`src/rtl/agc_pkg.sv`:
```
`timescale 1ns / 1ps
// ----------------------------------------------------------------------------
// agc_pkg: shared types and constants of the anagram group classifier
// Holds the alphabet size, field widths, status codes and the command and
// status bundles that join the controller and the datapath.
// ----------------------------------------------------------------------------
package agc_pkg;

  localparam int ALPHABET_SIZE = 26;
  localparam int LETTER_W      = 5;
  localparam int GROUP_INDEX_W = 6;
  localparam int STATUS_W      = 2;

  typedef enum logic [STATUS_W-1:0] {
    STATUS_OK   = 2'd0,
    STATUS_FULL = 2'd1,
    STATUS_LONG = 2'd2
  } status_t;

  // Kind of result the controller commits at the end of a word.
  typedef enum logic [1:0] {
    RES_HIT  = 2'd0,
    RES_NEW  = 2'd1,
    RES_FULL = 2'd2,
    RES_LONG = 2'd3
  } res_kind_t;

  typedef struct packed {
    logic      letter_en;
    logic      clear_all;
    logic      scan_start;
    logic      scan_run;
    logic      out_load;
    res_kind_t kind;
  } agc_cmd_t;

  typedef struct packed {
    logic word_ovf;
    logic hit;
    logic miss;
    logic table_full;
    logic out_free;
  } agc_stat_t;

endpackage

```
`src/rtl/agc_ctrl.sv`:
```
`timescale 1ns / 1ps
// ----------------------------------------------------------------------------
// agc_ctrl: controller of the anagram group classifier
// Takes letters while idle, then sequences the overflow check, the signature
// walk and the commit of one result per word.
// ----------------------------------------------------------------------------
module agc_ctrl import agc_pkg::*; (
  input  logic      clk,
  input  logic      rst,
  input  logic      in_valid,
  output logic      in_ready,
  input  logic      cmd,
  input  logic      word_end,
  input  agc_stat_t stat,
  output agc_cmd_t  ctl
);

  typedef enum logic [2:0] {
    ST_IDLE   = 3'b001,
    ST_CHECK  = 3'b010,
    ST_SEARCH = 3'b100
  } state_t;

  state_t state;
  state_t state_next;

  assign in_ready = (state == ST_IDLE);

  always_ff @(posedge clk) begin
    if (rst) begin
      state <= ST_IDLE;
    end else begin
      state <= state_next;
    end
  end

  always_comb begin
    ctl        = '0;
    ctl.kind   = RES_HIT;
    state_next = state;
    case (state)
      ST_IDLE: begin
        if (in_valid) begin
          if (cmd) begin
            ctl.clear_all = 1'b1;
          end else begin
            ctl.letter_en = 1'b1;
            if (word_end) begin
              state_next = ST_CHECK;
            end
          end
        end
      end
      // Wait here until the result register can take the result, so the
      // walk never has to stall once it has begun.
      ST_CHECK: begin
        if (stat.out_free) begin
          if (stat.word_ovf) begin
            ctl.out_load = 1'b1;
            ctl.kind     = RES_LONG;
            state_next   = ST_IDLE;
          end else begin
            ctl.scan_start = 1'b1;
            state_next     = ST_SEARCH;
          end
        end
      end
      ST_SEARCH: begin
        ctl.scan_run = 1'b1;
        if (stat.hit) begin
          ctl.out_load = 1'b1;
          ctl.kind     = RES_HIT;
          state_next   = ST_IDLE;
        end else if (stat.miss) begin
          ctl.out_load = 1'b1;
          ctl.kind     = stat.table_full ? RES_FULL : RES_NEW;
          state_next   = ST_IDLE;
        end
      end
      default: begin
        state_next = ST_IDLE;
      end
    endcase
  end

endmodule

```
`config.mk`:
```
export PLATFORM = sky130hd
export DESIGN_NAME = agc_ctrl
export DESIGN_NICKNAME = d
export VERILOG_FILES = /design/src/rtl/agc_pkg.sv /design/src/rtl/agc_ctrl.sv
export SDC_FILE = /design/constraint.sdc
export NUM_CORES = 1
export LEC_CHECK = 0
export BUFFER_PORTS_ARGS = -buffer_cell sky130_fd_sc_hd__buf_2
export CAP_MARGIN = 10
export CORE_AREA = 2 2 39 41
export CTS_BUF_LIST = sky130_fd_sc_hd__clkbuf_4
export DETAILED_ROUTE_END_ITERATION = 8
export DIE_AREA = 0 0 41 43
export PLACE_DENSITY = 0.4
export SYNTH_ARGS = -nofsm -noshare
export SYNTH_HDL_FRONTEND = slang
export SYNTH_SLANG_ARGS = --single-unit
```
`constraint.sdc`:
```
create_clock -name clk -period 2.95 [get_ports clk]
set_clock_uncertainty 0.1 [all_clocks]
set_input_delay 0.4425 -clock clk [delete_from_list [all_inputs] [get_ports clk]]
set_output_delay 0.4425 -clock clk [all_outputs]
set_load 0.005 [all_outputs]
```
==> metrics.md, run 1 <==
| Metric | Value |
|---|---|
| GRT Total Usage | `0.08417` |
| Setup Viol. Count Final | `0` |
| CP Data Required Time | `2.41 ns` |
| Fmax | `512.7 MHz` |
| Detailed Place HPWL | `517.4 um` |
| Post-layout minimum cycle time | `1.950 ns` |
| Worst-Margin Slew | `0.3016 ns` |
| Post-CTS Hold Buffers | `0` |
| Fillcell total | `162` |
| 1st-pass router iterations | `2` |
| Clk_lat worst skew | `0.23 ns` |
| Top flop regs | `state: 3 flops` |
| Slew Viols, Final | `0` |
| HP Class | `in -> reg` |
| Top Ports | `18` |
| Max incr delay on CP | `0.48 ns` |
| Max reg flops | `3` |
| WL/cell | `9.087 um` |
| RSZ-0062 raised after global routing | `no` |
| Vias/cell | `4.478` |
| Outcome | `completed` |
| Setup bufs post-CTS | `0` |
| Vias in the first global route | `291` |
| Root buf cell | `clkbuf_4` |
| Total power | `251.3 uW` |
| N_diodes | `0` |
| Mapped Nets | `42` |
| R2R setup slack | `1.67 ns` |
| CP cell instances | `nor3b_1 > nand3_1 > o21ai_1 > buf_2` |
| Critical Path Fanout Max | `7` |
| Hold depth | `2` |
| # port buffers | `17` |
| Initial antenna violation count | `0` |
| Multi-input gate area | `190.2 um^2` |
| Largest net degree at the start of global routing | `8` |
| Die width | `41 um` |
| Die Ht | `43 um` |
| Worst rel slew slack | `0.7987` |
| CP Class | `reg -> out` |
| Sequential share of the synthesized area | `0.2297` |
| Worst vdd ir | `0.2139 mV` |
| Area growth syn-to-layout | `51.67%` |
| DR iter-0 viols | `4` |
| GPL Wtd Cong | `0.7502` |
| Critical path endpoint category | `primary output` |
| Clk sink count | `3` |
| PD cells | `633.5 nW/um^2` |
| Post-synthesis register bit count | `3` |
| Clk pin slew, worst setup/hold paths | `0.04 ns` |
| Cell area after placement | `366.6 um^2` |
| Crit path max-delay cell type | `dfxtp_1` |
| Core ar. | `1384 um^2` |
| Nets | `64` |
| Critical path data arrival time | `1.41 ns` |
| Synth unique cells | `22` |
| Layout cell share with drive strength beyond 1 | `0.4528` |
| Synthesized area per cell | `8.172 um^2` |
| Number of remaining DRC errors | `0` |
| Hold Crit Start | `rst` |
| Via Count | `309` |
| R2R Path End | `state[0]` |
| Overflow after GRT | `0` |
| CP bufs+invs | `1` |
| H-tree level count | `1` |
| Place WS | `1.239 ns` |
| Startpoint Class | `register` |
| Post-CTS sizing | `0` |
| Die area | `1763 um^2` |
| Initial Utilization | `0.1890` |
| Post-Syn Instances | `32` |
| Max Cap Viol | `0` |
| Synthesis Warnings | `0` |
| Netlist Area Pre-Place | `261.5 um^2` |
| Antenna viol nets, final | `0` |
| Register area | `60.06 um^2` |
| Largest Register | `state` |
| Routed WL | `627 um` |
| Non-Filler Cell Area, Final | `396.6 um^2` |
| TritonCTS clock tree | `done` |
| R2r startpoint | `state[1]` |
| PnR worst setup slack | `0.9996 ns` |
| Hold EP | `state[2]` |
| Number of cell rows | `14` |
| R2R depth | `3` |
| First-pass GRT wire length | `993 um` |
| Leak | `0.0002128 uW` |
| Final Cycle Share | `0.6612` |
| Number of buffers created by CTS | `3` |
| CTS max path bufs | `2` |
| Crit path max-delay family | `flip-flops` |
| Final hold vios | `0` |
| Final TNS setup | `0 ns` |
worst register-to-register path: cells and delay by family (launching register included):
family | cells | cell delay (ns)
flops | 1 | 0.48
simple gates | 2 | 0.50
compound gates | 1 | 0.07
placed cells by master, fill, tap and decap left out, drive strengths merged:
master / netlist / layout
o21ai: 4 / 4
nor2: 3 / 3
nor4b: 2 / 2
a21oi: 1 / 1
dfxtp: 3 / 3
nand3: 1 / 1
a211o: 1 / 1
nand3b: 2 / 2
nor3: 1 / 1
nor3b: 3 / 3
and3b: 1 / 1
o211a: 1 / 1
nand2: 2 / 2
nor4bb: 1 / 1
inv: 3 / 3
clkbuf: 0 / 4
nor2b: 1 / 1
a32oi: 1 / 1
buf: 0 / 17
and3: 1 / 1
metal layers:
| metal | global-route usage | part of all wire | up-vias |
|---|---|---|---|
| li1 | - | - | 163 |
| met1 | 0.09265 | 0.44 | 137 |
| met2 | 0.1250 | 0.49 | 9 |
| met3 | 0.01571 | 0.061 | 0 |
| met4 | 0.08000 | 0 | 0 |
| met5 | 0 | 0 | - |
per-stage QoR:
| step | utilization | hold WS, ns | cells |
|---|---|---|---|
| 5_1_grt | 0.2866 | 0.3175 | 69 |
| 6_report | 0.2866 | 0.3039 | 69 |
| 2_1_floorplan | - | 0.4027 | 32 |
| 4_1_cts | 0.2866 | 0.2929 | 69 |
| 3_5_place_dp | 0.2649 | 0.4592 | 65 |
| 3_3_place_gp | 0.2649 | 0.4667 | 65 |
power by group:
part | leakage (uW) | switching [uW] | total [uW] | internal, uW
registers | 0.0000246 | 22.5 | 74.3 | 51.9
logic | 0.000170 | 41.9 | 97.3 | 55.4
clock network | 0.0000184 | 19.9 | 79.6 | 59.8
synth_stat cells:
master | count | area share
nor3b_1 | 1 | 0.029
o21ai_0 | 1 | 0.019
nor3_1 | 1 | 0.019
inv_1 | 3 | 0.043
o21ai_1 | 3 | 0.057
a211o_1 | 1 | 0.033
a21oi_1 | 1 | 0.019
nor4b_1 | 1 | 0.033
nor4b_2 | 1 | 0.057
a32oi_1 | 1 | 0.033
and3b_1 | 1 | 0.033
nor2_1 | 3 | 0.043
nand3b_1 | 2 | 0.057
nor4bb_1 | 1 | 0.038
nand2_1 | 2 | 0.029
and3_1 | 1 | 0.024
nor3b_2 | 1 | 0.048
nor2b_1 | 1 | 0.024
o211a_1 | 1 | 0.038
nor3b_4 | 1 | 0.072
nand3_1 | 1 | 0.019
dfxtp_1 | 3 | 0.23
kinds of logic after synthesis:
| family | after synthesis | share of synthesized area |
|---|---|---|
| compound gates | 8 | 0.2009 |
| buf+inv | 3 | 0.04306 |
| flops | 3 | 0.2297 |
| simple gates | 18 | 0.5263 |
how the worst max path moves through the flow:
stage	depth (start not counted)	slack, ns	end	from
2_1_floorplan	3	1.46	ctl[0]	state[1]
3_3_place_gp	4	1.26	ctl[1]	state[1]
3_5_place_dp	4	1.24	ctl[1]	state[1]
4_1_cts	4	0.97	ctl[1]	state[1]
5_1_grt	4	0.80	ctl[0]	state[1]
6_report	4	1.0	ctl[1]	state[1]
final cells by class:
| type | instances | area share |
|---|---|---|
| tap | 16 | 0.05047 |
| multi-input combinational | 26 | 0.4795 |
| sequential | 3 | 0.1514 |
| timing repair buffer | 17 | 0.2145 |
| inverter | 3 | 0.02839 |
| clock buffer | 4 | 0.07571 |
Note: power is estimated with default switching activity, not from simulation.
==> inputs of run 2 (changes only) <==
--- a/config.mk
+++ b/config.mk
@@ -11,7 +11,7 @@
 export CTS_BUF_LIST = sky130_fd_sc_hd__clkbuf_4
 export DETAILED_ROUTE_END_ITERATION = 8
 export DIE_AREA = 0 0 41 43
-export PLACE_DENSITY = 0.4
+export PLACE_DENSITY = 0.42
 export SYNTH_ARGS = -nofsm -noshare
 export SYNTH_HDL_FRONTEND = slang
 export SYNTH_SLANG_ARGS = --single-unit
==> constraint.sdc (replaced) <==
create_clock -name clk -period 1.71 [get_ports clk]
set_clock_uncertainty 0.1 [all_clocks]
set_input_delay 0.2565 -clock clk [delete_from_list [all_inputs] [get_ports clk]]
set_output_delay 0.2565 -clock clk [all_outputs]
set_load 0.005 [all_outputs]
==> run 2 against run 1 <==
Compared with the run above: via count is the same; clock power grew 72%; largest cell class unchanged; highest routed layer unchanged; non-clock buffer count up 1; final area is 3.8% higher; hold slack worse by 0.19 ns; critical path depth is the same; largest power group unchanged; wire length grew 5.3%.
==> metrics.md, run 2 (synthesis results as in run 1) <==
| Metric | Value |
|---|---|
| Max layer used | `met3` |
| Initial Utilization | `0.1890 (unchanged)` |
| Crit path max-delay family | `flip-flops` |
| Number of remaining DRC errors | `0 (unchanged)` |
| Worst rel slew slack | `0.8230 (+0.02438)` |
| Clk sink count | `3 (unchanged)` |
| Number of cell rows | `14 (unchanged)` |
| Largest Register | `state` |
| Die width | `41 um (unchanged)` |
| Register area | `62.56 um^2 (+4.2%)` |
| Startpoint Class | `register` |
| Nets | `65 (+1.6%)` |
| DR iter-0 viols | `4 (unchanged)` |
| CP Class | `reg -> out` |
| Most frequent cells in the layout | `buf_2 (17), clkbuf_4 (4), o21ai_1 (3), inv_1 (3), nor2_1 (3)` |
| Multi-input gate area | `195.2 um^2 (+2.6%)` |
| CTS max path bufs | `2 (unchanged)` |
| GPL Wtd Cong | `0.7056 (-5.9%)` |
| Layout cell share with drive strength beyond 1 | `0.5185 (+0.06569)` |
| Clk pin slew, worst setup/hold paths | `0.03 ns (about the same)` |
| Top Ports | `18 (unchanged)` |
| Fmax | `622.4 MHz` |
| HP Class | `in -> reg` |
| Number of buffers created by CTS | `3 (unchanged)` |
| CP Data Required Time | `1.35 ns (-1.06 ns)` |
| H-tree level count | `1 (unchanged)` |
| Post-layout minimum cycle time | `1.607 ns` |
| Top flop regs | `state: 3 flops` |
| Critical path data arrival time | `1.25 ns (-0.16 ns)` |
| Die area | `1763 um^2 (unchanged)` |
| Detailed Place HPWL | `498 um (-3.7%)` |
| Max reg flops | `3 (unchanged)` |
| Initial antenna violation count | `0 (unchanged)` |
| Antenna viol nets, final | `0 (unchanged)` |
| Max Cap Viol | `0 (unchanged)` |
| PD cells | `1119 nW/um^2 (+77%)` |
| Vias/cell | `4.414 (-1.4%)` |
| Largest net degree at the start of global routing | `8 (unchanged)` |
| Max incr delay on CP | `0.41 ns (-0.07 ns)` |
| Metal-1 WL | `282 um (+1.1%)` |
| Routed WL | `660 um (+5.3%)` |
| Critical Path Fanout Max | `7 (unchanged)` |
| Worst-Margin Slew | `0.2618 ns (-0.03984 ns)` |
| Root buf cell | `clkbuf_4` |
| Slew Viols, Final | `0 (unchanged)` |
| Die Ht | `43 um (unchanged)` |
| Outcome | `completed` |
| N_diodes | `0 (unchanged)` |
| Layout Utilization | `0.2975 (+0.01085)` |
| Final hold vios | `0 (unchanged)` |
| WL/cell | `9.429 um (+3.8%)` |
| CP bufs+invs | `1 (unchanged)` |
| Setup Viol. Count Final | `0 (unchanged)` |
| # port buffers | `17 (unchanged)` |
| 1st-pass router iterations | `4 (+2)` |
| Worst vdd ir | `0.3370 mV (+58%)` |
| Fillcell total | `162 (unchanged)` |
| Critical path endpoint category | `primary output` |
| Commonest non-fill, non-tap cell in the layout | `buf_2` |
| Crit path max-delay cell type | `dfxtp_2` |
| Final Cycle Share | `0.9396` |
| Area growth syn-to-layout | `57.42%` |
| Met2 wire len | `350 um (+13%)` |
| Clk_lat worst skew | `0.23 ns (about the same)` |
| Leak | `0.0002192 uW (+3.0%)` |
| Final TNS setup | `0 ns (unchanged)` |
| TritonCTS clock tree | `done` |
| Vias in the first global route | `293 (+0.69%)` |
| First-pass GRT wire length | `1035 um (+4.2%)` |
| CP cell instances | `nor3b_2 > nand3b_1 > o21ai_1 > buf_2` |
| Overflow after GRT | `0 (unchanged)` |
| Core ar. | `1384 um^2 (unchanged)` |
| GRT Total Usage | `0.08617 (+0.002004)` |
| WL met3 | `27 um (-29%)` |
| Via Count | `309 (unchanged)` |
[run 2: cell types whose count changed in the layout (fill, tap and decap cells not counted)]
cell	change
nor3b_1	-1
dfxtp_2	+2
nor3b_2	+1
dfxtp_1	-2
buf_4	+1
[run 2: stage by stage]
step           hold WS [ns]  power, uW  setup WS, ns  cell area, um^2  std cells
5_1_grt              0.1233      494.1     -0.005526            411.6         70
2_1_floorplan        0.2333      237.2        0.4021            261.5         32
3_3_place_gp         0.3665      301.3        0.2026            366.6         65
6_report             0.1182      460.6        0.1033            411.6         70
3_5_place_dp         0.3645      296.1        0.1840            366.6         65
4_1_cts              0.1127      442.5      0.004138            402.9         69
[run 2: cell type report]
type / count / area share
clock buffer: 4 / 0.07295
inverter: 3 / 0.02736
multi-input combinational: 26 / 0.4742
sequential: 3 / 0.1520
tap: 16 / 0.04863
timing repair buffer: 18 / 0.2249
[run 2: power breakdown]
group	total, uW	leakage (uW)	internal, uW	switching (uW)
combinational	192	0.000175	115	77.0
clock	137	0.0000184	103	33.9
sequential	132	0.0000254	92.0	39.5
[run 2: layer usage]
metal | track usage | vias to the layer above
met5 | 0 | -
met4 | 0.08000 | 0
met3 | 0.01571 | 0
met2 | 0.1250 | 5
met1 | 0.09904 | 140
li1 | - | 164
[run 2: worst paths after layout]
kind,startpoint,slack (ns),to,depth (start not counted)
max reg2reg,state[0],0.35,state[1],4
max,state[2],0.10,ctl[1],4
min reg2reg,state[0],0.47,state[2],1
min,rst,0.12,state[2],2
[run 2: worst register-to-register path, delay by kind of cell, from the launching register on]
| kind | cells | cell delay [ns] |
|---|---|---|
| AND/OR/NAND/NOR | 1 | 0.29 |
| flip-flops | 1 | 0.44 |
| AO/OA/AOI/OAI | 2 | 0.27 |
| buffers and inverters | 1 | 0.16 |
[run 2: what timing repair did]
item,in CTS,in global routing
endpoints found under the setup margin,3,5
hold buffers,0,0
endpoints found under the hold margin,0,0
buffers inserted,0,1
gates resized for setup,2,1
